[src/design/ohlc_pkg.sv]
package ohlc_pkg;

    localparam int TIME_W   = 48;
    localparam int PRICE_W  = 32;
    localparam int VOL_W    = 32;
    localparam int CVOL_W   = 48;
    localparam int TF_W     = 32;
    localparam int CFG_AW   = 3;
    localparam int CFG_DW   = 32;
    localparam int STEP_W   = 6;

    localparam logic [TF_W-1:0]   TIMEFRAME_RESET = 32'd60000;
    localparam logic [STEP_W-1:0] LAST_STEP       = 6'(TIME_W - 1);
    localparam logic [CVOL_W-1:0] CVOL_MAX        = '1;

    // register index = word address bit
    localparam logic REG_PRICE_MODE = 1'b0;
    localparam logic REG_TIMEFRAME  = 1'b1;

    typedef enum logic [1:0] {
        MODE_MID   = 2'd0,
        MODE_BID   = 2'd1,
        MODE_OFFER = 2'd2,
        MODE_NONE  = 2'd3
    } t_price_mode;

    typedef enum logic [1:0] {
        STATUS_DROPPED = 2'd0,
        STATUS_UPDATED = 2'd1,
        STATUS_OPENED  = 2'd2
    } t_status;

    typedef enum logic [1:0] {
        ST_IDLE,
        ST_DIV,
        ST_UPDATE
    } t_state;

    typedef struct packed {
        logic [TIME_W-1:0]  tick_time;
        logic [PRICE_W-1:0] bid_price;
        logic [PRICE_W-1:0] offer_price;
        logic [VOL_W-1:0]   tick_volume;
    } t_tick_in;

    typedef struct packed {
        logic [1:0]         status;
        logic [TIME_W-1:0]  candle_start;
        logic [PRICE_W-1:0] open_price;
        logic [PRICE_W-1:0] high_price;
        logic [PRICE_W-1:0] low_price;
        logic [PRICE_W-1:0] close_price;
        logic [CVOL_W-1:0]  candle_volume;
    } t_candle_out;

    typedef struct packed {
        logic               start;
        logic [TIME_W-1:0]  dividend;
        logic [TF_W-1:0]    divisor;
    } t_rem_req;

    typedef struct packed {
        logic               done;
        logic [TF_W-1:0]    rem;
    } t_rem_rsp;

endpackage

[src/design/ohlc_cfg_regs.sv]
module ohlc_cfg_regs (
    input  logic                        i_clk,
    input  logic                        i_rst_n,
    input  logic                        psel,
    input  logic                        penable,
    input  logic                        pwrite,
    input  logic [ohlc_pkg::CFG_AW-1:0] paddr,
    input  logic [ohlc_pkg::CFG_DW-1:0] pwdata,
    output logic [ohlc_pkg::CFG_DW-1:0] prdata,
    output logic                        pready,
    output ohlc_pkg::t_price_mode       o_price_mode,
    output logic [ohlc_pkg::TF_W-1:0]   o_timeframe
);
    import ohlc_pkg::*;

    t_price_mode     r_price_mode;
    logic [TF_W-1:0] r_timeframe;
    logic            wr_en;

    assign wr_en = psel && penable && pwrite;
    assign pready = 1'b1;

    always_ff @(posedge i_clk) begin
        if (!i_rst_n) begin
            r_price_mode <= MODE_MID;
            r_timeframe  <= TIMEFRAME_RESET;
        end else if (wr_en) begin
            case (paddr[2])
                REG_PRICE_MODE: r_price_mode <= t_price_mode'(pwdata[1:0]);
                REG_TIMEFRAME:  r_timeframe  <= pwdata[TF_W-1:0];
                default: ;
            endcase
        end
    end

    always_comb begin
        case (paddr[2])
            REG_PRICE_MODE: prdata = {30'd0, r_price_mode};
            REG_TIMEFRAME:  prdata = r_timeframe;
            default:        prdata = '0;
        endcase
    end

    assign o_price_mode = r_price_mode;
    assign o_timeframe  = r_timeframe;

endmodule

[src/design/ohlc_rem_unit.sv]
module ohlc_rem_unit (
    input  logic               i_clk,
    input  logic               i_rst_n,
    input  ohlc_pkg::t_rem_req i_req,
    output ohlc_pkg::t_rem_rsp o_rsp
);
    import ohlc_pkg::*;

    logic              r_busy;
    logic              r_done;
    logic [STEP_W-1:0] r_count;
    logic [TIME_W-1:0] r_dvd;
    logic [TF_W-1:0]   r_dvs;
    logic [TF_W-1:0]   r_rem;
    logic [TF_W:0]     shifted;
    logic [TF_W+1:0]   diff;
    logic [TF_W-1:0]   n_rem;

    // one restoring step: shift in next dividend bit, subtract if it fits
    always_comb begin
        shifted = {r_rem, r_dvd[TIME_W-1]};
        diff    = {1'b0, shifted} - {2'b00, r_dvs};
        n_rem   = diff[TF_W+1] ? shifted[TF_W-1:0] : diff[TF_W-1:0];
    end

    always_ff @(posedge i_clk) begin
        if (!i_rst_n) begin
            r_busy  <= 1'b0;
            r_done  <= 1'b0;
            r_count <= '0;
        end else begin
            r_done <= 1'b0;
            if (i_req.start) begin
                r_busy  <= 1'b1;
                r_count <= '0;
            end else if (r_busy) begin
                r_count <= r_count + 1'b1;
                if (r_count == LAST_STEP) begin
                    r_busy <= 1'b0;
                    r_done <= 1'b1;
                end
            end
        end
    end

    always_ff @(posedge i_clk) begin
        if (i_req.start) begin
            r_dvd <= i_req.dividend;
            // zero timeframe acts as one
            r_dvs <= (i_req.divisor == '0) ? TF_W'(1) : i_req.divisor;
            r_rem <= '0;
        end else if (r_busy) begin
            r_dvd <= {r_dvd[TIME_W-2:0], 1'b0};
            r_rem <= n_rem;
        end
    end

    assign o_rsp.done = r_done;
    assign o_rsp.rem  = r_rem;

endmodule

[src/design/tick_to_ohlc_candle_builder_top.sv]
// OHLC candle builder: each accepted tick transfer yields exactly one result transfer carrying
// the candle snapshot after that tick and a status (0 dropped as stale or no price source,
// 1 candle updated, 2 new candle opened). The candle start is the tick time minus (time mod
// timeframe), and that remainder comes from a bit-serial restoring divider that consumes one
// timestamp bit per cycle. A kept tick goes through launch, divider steps, finish and update;
// the update waits for a free output register. A dropped tick skips the divider and goes
// straight to the update. One tick is in flight at a time; the next tick is taken as soon as
// the previous result sits in the output register, even if the sink still stalls it.
// Configuration (price_mode at byte address 0, timeframe at 4) is to be written over the
// APB-style port only while no tick is in flight (not enforced); zero timeframe acts as one.
module tick_to_ohlc_candle_builder_top (
    input  logic                        i_clk,
    input  logic                        i_rst_n,
    // tick input channel
    input  logic                        i_in_valid,
    output logic                        o_in_stall,
    input  ohlc_pkg::t_tick_in          i_in_tick,
    // candle result channel
    output logic                        o_out_valid,
    input  logic                        i_out_stall,
    output ohlc_pkg::t_candle_out       o_out_candle,
    // configuration port
    input  logic                        psel,
    input  logic                        penable,
    input  logic                        pwrite,
    input  logic [ohlc_pkg::CFG_AW-1:0] paddr,
    input  logic [ohlc_pkg::CFG_DW-1:0] pwdata,
    output logic [ohlc_pkg::CFG_DW-1:0] prdata,
    output logic                        pready
);
    import ohlc_pkg::*;

    // configuration
    t_price_mode     cfg_mode;
    logic [TF_W-1:0] cfg_tf;
    logic [TF_W-1:0] tf_eff;

    // sequencer and divider handshake
    t_state   r_state, n_state;
    t_rem_req rem_req;
    t_rem_rsp rem_rsp;

    // latched tick
    logic [TIME_W-1:0]  r_time;
    logic [PRICE_W-1:0] r_price;
    logic [VOL_W-1:0]   r_vol;
    logic               r_drop;

    // candle state
    logic [TIME_W-1:0]  r_last_time;
    logic               r_have;
    logic [TIME_W-1:0]  r_start;
    logic [PRICE_W-1:0] r_open;
    logic [PRICE_W-1:0] r_high;
    logic [PRICE_W-1:0] r_low;
    logic [PRICE_W-1:0] r_close;
    logic [CVOL_W-1:0]  r_volume;

    // output register
    logic        r_out_valid;
    t_candle_out r_out;

    // combinational helpers
    logic               accept;
    logic               stale;
    logic [PRICE_W:0]   mid_sum;
    logic [PRICE_W-1:0] tick_price;
    logic               out_free;
    logic               commit;
    logic [TIME_W-1:0]  base;
    logic [TIME_W:0]    end_time;
    logic               open_new;
    logic [CVOL_W:0]    vol_sum;
    t_candle_out        n_out;

    ohlc_cfg_regs u_cfg (
        .i_clk        (i_clk),
        .i_rst_n      (i_rst_n),
        .psel         (psel),
        .penable      (penable),
        .pwrite       (pwrite),
        .paddr        (paddr),
        .pwdata       (pwdata),
        .prdata       (prdata),
        .pready       (pready),
        .o_price_mode (cfg_mode),
        .o_timeframe  (cfg_tf)
    );

    ohlc_rem_unit u_rem (
        .i_clk   (i_clk),
        .i_rst_n (i_rst_n),
        .i_req   (rem_req),
        .o_rsp   (rem_rsp)
    );

    assign tf_eff = (cfg_tf == '0) ? TF_W'(1) : cfg_tf;

    // input side: take a tick only while nothing is in flight
    assign o_in_stall = (r_state != ST_IDLE);
    assign accept     = i_in_valid && (r_state == ST_IDLE);

    // drop ticks that are not newer than the last kept one, or lack a price source
    assign stale = (i_in_tick.tick_time <= r_last_time) || (cfg_mode == MODE_NONE);

    always_comb begin
        mid_sum = {1'b0, i_in_tick.bid_price} + {1'b0, i_in_tick.offer_price};
        case (cfg_mode)
            MODE_MID:   tick_price = mid_sum[PRICE_W:1];
            MODE_BID:   tick_price = i_in_tick.bid_price;
            MODE_OFFER: tick_price = i_in_tick.offer_price;
            default:    tick_price = '0;
        endcase
    end

    // launch the remainder only for kept ticks
    assign rem_req.start    = accept && !stale;
    assign rem_req.dividend = i_in_tick.tick_time;
    assign rem_req.divisor  = cfg_tf;

    // output register frees up when empty or being taken this cycle
    assign out_free = !r_out_valid || !i_out_stall;
    assign commit   = (r_state == ST_UPDATE) && out_free;

    // candle update for a kept tick
    always_comb begin
        base     = r_time - {{(TIME_W-TF_W){1'b0}}, rem_rsp.rem};
        end_time = {1'b0, r_start} + {{(TIME_W-TF_W+1){1'b0}}, tf_eff};
        open_new = !r_have || (end_time <= {1'b0, base});
        vol_sum  = (open_new ? {(CVOL_W+1){1'b0}} : {1'b0, r_volume})
                 + {{(CVOL_W-VOL_W+1){1'b0}}, r_vol};

        if (r_drop) begin
            n_out.status        = STATUS_DROPPED;
            n_out.candle_start  = r_start;
            n_out.open_price    = r_open;
            n_out.high_price    = r_high;
            n_out.low_price     = r_low;
            n_out.close_price   = r_close;
            n_out.candle_volume = r_volume;
        end else begin
            n_out.status        = open_new ? STATUS_OPENED : STATUS_UPDATED;
            n_out.candle_start  = open_new ? base : r_start;
            n_out.open_price    = open_new ? r_price : r_open;
            n_out.high_price    = (open_new || r_price > r_high) ? r_price : r_high;
            n_out.low_price     = (open_new || r_price < r_low) ? r_price : r_low;
            n_out.close_price   = r_price;
            // saturate at the top of the 48-bit range
            n_out.candle_volume = vol_sum[CVOL_W] ? CVOL_MAX : vol_sum[CVOL_W-1:0];
        end
    end

    // sequencer
    always_ff @(posedge i_clk) begin
        if (!i_rst_n) begin
            r_state <= ST_IDLE;
        end else begin
            r_state <= n_state;
        end
    end

    always_comb begin
        n_state = r_state;
        case (r_state)
            ST_IDLE: begin
                if (accept) begin
                    n_state = stale ? ST_UPDATE : ST_DIV;
                end
            end
            ST_DIV: begin
                if (rem_rsp.done) begin
                    n_state = ST_UPDATE;
                end
            end
            ST_UPDATE: begin
                if (out_free) begin
                    n_state = ST_IDLE;
                end
            end
            default: n_state = ST_IDLE;
        endcase
    end

    // hold the accepted tick for the update
    always_ff @(posedge i_clk) begin
        if (accept) begin
            r_time  <= i_in_tick.tick_time;
            r_price <= tick_price;
            r_vol   <= i_in_tick.tick_volume;
            r_drop  <= stale;
        end
    end

    // candle state: advance only on a kept tick
    always_ff @(posedge i_clk) begin
        if (!i_rst_n) begin
            r_last_time <= '0;
            r_have      <= 1'b0;
            r_start     <= '0;
            r_open      <= '0;
            r_high      <= '0;
            r_low       <= '0;
            r_close     <= '0;
            r_volume    <= '0;
        end else if (commit && !r_drop) begin
            r_last_time <= r_time;
            r_have      <= 1'b1;
            r_start     <= n_out.candle_start;
            r_open      <= n_out.open_price;
            r_high      <= n_out.high_price;
            r_low       <= n_out.low_price;
            r_close     <= n_out.close_price;
            r_volume    <= n_out.candle_volume;
        end
    end

    // result register: load on commit, drain on transfer
    always_ff @(posedge i_clk) begin
        if (!i_rst_n) begin
            r_out_valid <= 1'b0;
        end else if (commit) begin
            r_out_valid <= 1'b1;
        end else if (!i_out_stall) begin
            r_out_valid <= 1'b0;
        end
    end

    always_ff @(posedge i_clk) begin
        if (commit) begin
            r_out <= n_out;
        end
    end

    assign o_out_valid  = r_out_valid;
    assign o_out_candle = r_out;

endmodule
[config.mk]
export PLATFORM = sky130hd
export DESIGN_NAME = tick_to_ohlc_candle_builder_top
export DESIGN_NICKNAME = d
export VERILOG_FILES = /design/src/design/ohlc_pkg.sv /design/src/design/ohlc_cfg_regs.sv /design/src/design/ohlc_rem_unit.sv /design/src/design/tick_to_ohlc_candle_builder_top.sv
export SDC_FILE = /design/constraint.sdc
export NUM_CORES = 2
export LEC_CHECK = 0
export ABC_AREA = 1
export BUFFER_PORTS_ARGS = -buffer_cell sky130_fd_sc_hd__buf_2
export CAP_MARGIN = 15
export CELL_PAD_IN_SITES_DETAIL_PLACEMENT = 0
export CELL_PAD_IN_SITES_GLOBAL_PLACEMENT = 2
export CORE_MARGIN = 5
export CORE_UTILIZATION = 36
export DETAILED_ROUTE_END_ITERATION = 8
export PLACE_DENSITY = 0.79
export SETUP_SLACK_MARGIN = 0.05
export SLEW_MARGIN = 15
export SYNTH_ARGS = -nofsm -noshare
export SYNTH_HDL_FRONTEND = slang
export SYNTH_SLANG_ARGS = --single-unit
[constraint.sdc]
create_clock -name i_clk -period 15.2 [get_ports i_clk]
set_input_delay 4.56 -clock i_clk [delete_from_list [all_inputs] [get_ports i_clk]]
set_output_delay 4.56 -clock i_clk [all_outputs]
set_load 0.02 [all_outputs]
After elaboration in Yosys (flattened, before gate mapping)
Index checks and enable logic that the tools add are counted.
{"block": "totals", "mem_bits_rw": 0, "inputBits": 186, "memories": 0, "latch_bits": 0, "romBits": 0, "regBits": 769}
{"block": "op_classes", "bitwise_logic": 3, "muxes": 25, "eq_ne": 10, "multipliers": 0, "n_lt_le_gt_ge": 4, "div": 0, "shift": 0, "add_sub_neg": 6, "n_reduce_logical": 26}
{"operator": "two-way mux 48 bit", "count": 5}
{"operator": "two-way mux 224 bit", "count": 1}
{"operator": "two-way mux 32 bit", "count": 5}
{"operator": "adder 48 x 32 -> 49 bit", "count": 2}
{"operator": "one-hot mux 32 bit (3 select lines)", "count": 1}
{"operator": "one-hot mux 32 bit (2 select lines)", "count": 1}
{"operator": "<= comparator 49 x 48 -> 1 bit", "count": 1}
{"operator": "<= comparator 48 bit", "count": 1}
{"operator": "subtractor 48 x 32 -> 48 bit", "count": 1}
{"operator": "subtractor 33 x 32 -> 34 bit", "count": 1}
{"operator": "adder 32 x 32 -> 33 bit", "count": 1}
{"operator": "greater-than comparator 32 bit", "count": 1}
{"operator": "zero test 32 bit", "count": 1}
{"operator": "< comparator 32 bit", "count": 1}
{"operator": "two-way mux 2 bit", "count": 5}
{"operator": "adder 6 x 1 -> 6 bit, second input constant", "count": 1}
{"operator": "== test 2 bit, second input constant", "count": 3}
{"operator": "== test 6 bit, second input constant", "count": 1}
{"operator": "logical AND 1 bit", "count": 6}
{"operator": "two-way mux 1 bit", "count": 6}
{"operator": "one-hot mux 2 bit (3 select lines)", "count": 1}
{"operator": "zero test 1 bit", "count": 5}
{"operator": "logical OR 1 bit", "count": 5}
{"operator": "== test 2 x 1 -> 1 bit, second input constant", "count": 2}
{"operator": "other kinds (9)", "count": 16}

Depth between registers and ports, before layout
{"block": "depth", "depth_word": 9, "mapped_depth": 54, "ltp_nobuf": 52}

Modules after synthesis
A second synthesis with hierarchy kept.
{"block": "hier_totals", "cells_unflattened": 5824, "area_unflattened_um2": 45190.8}
{"module": "tick_to_ohlc_candle_builder_top", "instances": 1, "cells_per_inst": 4438, "area_per_inst_um2": 35771.8}
{"module": "ohlc_rem_unit", "instances": 1, "cells_per_inst": 1106, "area_per_inst_um2": 7702.4}
{"module": "ohlc_cfg_regs", "instances": 1, "cells_per_inst": 280, "area_per_inst_um2": 1716.6}

Worst setup path after synthesis
Ideal clock, no wire load.
{"block": "synth_path", "kind": "in2reg", "startpoint": "in i_in_valid", "endpoint": "reg u_rem.r_dvd[0], enable pin", "path_slack_ns": 2.752, "arrival_time_ns": 12.017, "path_stages": 5, "cell_sequence": "inv_1 -> nor2_1 -> nand2_1 -> nand2_1 -> clkbuf_1"}
{"block": "synth_via", "elab_chain_cells": 3}
{"element": "start: declaration", "line_no": "tick_to_ohlc_candle_builder_top.sv:15", "source": "input logic i_in_valid,"}
{"element": "logical AND 1 bit", "line_no": "tick_to_ohlc_candle_builder_top.sv:101", "source": "assign accept = i_in_valid && (r_state == ST_IDLE);"}
{"element": "via accept", "line_no": "tick_to_ohlc_candle_builder_top.sv:64", "source": "logic accept;"}
{"element": "logical AND 1 bit", "line_no": "tick_to_ohlc_candle_builder_top.sv:117", "source": "assign rem_req.start = accept && !stale;"}
{"element": "nonzero test 2 bit (no source line)"}
{"element": "end signal: assignment", "line_no": "ohlc_rem_unit.sv:48", "source": "r_dvd <= i_req.dividend;"}
{"element": "end signal: assignment", "line_no": "ohlc_rem_unit.sv:53", "source": "r_dvd <= {r_dvd[TIME_W-2:0], 1'b0};"}
{"element": "end: declaration", "line_no": "ohlc_rem_unit.sv:12", "source": "logic [TIME_W-1:0] r_dvd;"}
The timed path passes the listed nets, and every way through them passes these cells.
A chain may end at the register's enable or synchronous reset.

==> impl_metrics.toml <==
[worst_hold_path]
hold_class = "register to register"

[cts]
ctsHtreeMaxLevel = 3
cts.sinks = 769
holdBufCountCts = 0
cts_setup_buffers = 0
clock_path_buffers = 3
clk_latency_ps = 690
cts_tree = "yes"
ctsResizeCount = 0
cts_buffers = 93
clk_transition_reported_paths_ps = 60
root_buffer = "clkbuf_16"

[power_and_ir_drop]
p_switching_mw = 2.44
power_frac_seq = 0.390
intPower_mw = 4.41
pwr-share-comb = 0.282
peakVddDrop_uv = 80.8
power_density_nw_per_um2 = 137
p_leak_nw = 22.5
swShare = 0.356
p_clk_frac = 0.328

[sta]
fmax_mhz = 91.3
relSlewSlack = 0.268
setup_ws_ps = 4250
setup_viol = 0
tightest_slew_ps = 1100
skew_ps = 30.7
finalCritPeriodShare = 0.721
slew_viol_final = 0
setup_tns_ps = 0
hold_viol = 0
finalCriticalPeriod_ps = 10950
rsz0062_at_grt = "no"

[critical_path]
path_max_fanout = 39
crit_type = "register to register"
cp_slowest_cell = "nor4b_1"
required_ps = 15630
critPathMostFrequentCell = "nand2_1"
end_kind = "register"
arrival_ps = 11380
cp-start-kind = "register"
slowest_delay_ps = 900

[synthesis]
synth_edf_count = 419
synthArstFlopShare = 0
ys_seq_area_frac = 0.452
synth_nets = 5778
synth_warnings = 0
synth_cell_types = 63
synthXorXnorAreaFrac = 0.0328
ys.flop_type = "edfxtp_1"
synth_top_family_by_area = "compound AO/OA/AOI/OAI gates"
synth_top_area_frac = 0.290
synthCells = 5268
muxShareOfSynthArea = 0
synth_fa_ha_area_frac = 0.0945
synth_compound_area_frac = 0.167
synthTopCellsByArea = "edfxtp_1 (29%), dfxtp_1 (16%), ha_1 (9.2%)"
synth-simple-area-share = 0.158
synth.avg_cell_area_sq_um = 8.22
synth_top_area_cell = "edfxtp_1"
syn_area_sq_um = 43300
ys_ff_latch = 769

[global_route]
overflow = 0
grt_max_degree = 149
globalRouteTotalUtil = 0.224
grt_first_pass_wirelength_um = 217000
grtUsageMet3 = 0.0502
top_usage_layer = "met2"
use_met1 = 0.305
use_met2 = 0.361
grt_pass1_vias = 34700
grt_antenna_before_repair = 14

[finish]
layout_commonest_cell = "nand2_1"
seqCellArea_sq_um = 19600
multi_input_area_sq_um = 19600
syn2layout_area_growth_pct = 15.5
fillers = 12200
finalNonFillerCells = 7310
final_cell_mix = "nand2_1 (909), inv_1 (808), a21oi_1 (539)"
drive_gt1_frac = 0.127
fin_nets = 6125

[run_status]
run_status = "completed"

[route]
drtIter0Drc = 2500
vias_per_cell = 4.96
vias = 36300
dr.pass1.iters = 5
route.detailed.drc = 0
wirelength_um = 148000
ant_nets = 0
wl_per_cell_um = 20.2

[die]
die_w_um = 357
start_util = 0.362
die-area_sq_um = 127000
ios = 447
num_rows = 127
die_y_um = 357
core_area_sq_um = 120000

[job]
cap_violations = 0

[placement]
pre_cts_ws_ps = 4380
gp_congestion = 0.859
hpwlAfterDp_um = 110000
dp_cells = 7132
port_buffers = 443
cells by family (layout without fill, tap and decap cells):
logic type      count (synthesis)  in the layout
xor+xnor                      162            162
simple gates                 1614           1614
fa+ha+maj                     324            324
flops                         769            769
other cells                     1              5
buf+inv                      1069           1495
compound gates               1329           1329
Yosys cell counts (6+ instances only):
cell type	count
o211ai_1	35
buf_2	38
nand2_1	912
o211ai_2	9
o21a_1	16
ha_1	319
inv_2	22
xor2_1	115
dfxtp_1	350
o21bai_1	24
nor2_1	334
inv_1	811
xnor2_1	47
a21o_1	10
nand3_1	215
buf_6	7
a211oi_1	13
buf_1	9
o22ai_1	23
a22oi_1	28
nand3_2	17
clkbuf_1	178
o31ai_1	7
o21ai_1	106
a21oi_1	539
edfxtp_1	419
nor3_1	27
a221oi_1	6
nand4_1	41
a31oi_1	24
o21ai_0	462
nor2_2	7
nor4_1	25
worst paths after layout:
| path | startpoint | endpoint | slack, ps | cells after the start |
|---|---|---|---|---|
| worst max-delay path | u_cfg.o_timeframe[1] | o_out_candle[34] | 4250 | 45 |
| worst min register to register | r_close[8] | r_close[8] | 450 | 2 |
| worst min-delay path | r_close[8] | r_close[8] | 450 | 2 |
| worst max register to register | u_cfg.o_timeframe[1] | o_out_candle[34] | 4250 | 45 |
per-layer routing:
metal | vias up | routed length [um]
li1 | 18300 | -
met1 | 17000 | 67800
met4 | 4 | 3180
met3 | 136 | 9840
met2 | 800 | 66600
met5 | - | 27
registers in the layout (all words and copies together), names as in the netlist, 48 cells and up:
| register | count |
|---|---|
| o_out_candle | 226 |
| r_last_time | 48 |
| r_start | 48 |
| r_time | 48 |
| r_volume | 48 |
| u_rem.r_dvd | 48 |
critical path, delay by kind of cell, from the launching register on:
family / cells / cell delay (ps)
AOI/OAI and AO/OA: 9 / 2730
xor gates and xnor gates: 1 / 180
adders and majority gates: 4 / 1190
buffers and inverters: 2 / 150
DFF: 1 / 390
and+or+nand+nor: 29 / 5980
power groups by stage:
stage / clock, mW / sequential (mW) / combinational [mW]
3_3_place_gp: 0 / 2.71 / 1.92
6_report: 2.24 / 2.68 / 1.93
4_1_cts: 2.31 / 2.68 / 1.95
3_5_place_dp: 0 / 2.72 / 1.93
5_1_grt: 2.40 / 2.69 / 2.17
2_1_floorplan: 0 / 2.72 / 1.24
metrics by stage:
step	power [mW]	hold WS [ps]	utilization	instance area, sq um
after detailed placement	4.65	439	0.392	46900
after floorplan	3.96	425	-	43300
after global routing	7.27	470	0.418	50000
after CTS	6.93	448	0.418	50000
final	6.85	447	0.418	50000
after global placement	4.64	435	0.392	46900
cell type report:
type | instances | area share
clock inverters | 37 | 0.00753
inverters | 835 | 0.0631
diodes | 4 | 0.000200
repair buffers | 486 | 0.0508
well taps | 1612 | 0.0403
multi-input cells | 3430 | 0.393
flip-flops and latches | 769 | 0.392
clock buffers | 137 | 0.0539
(Power assumes the default switching activity.)
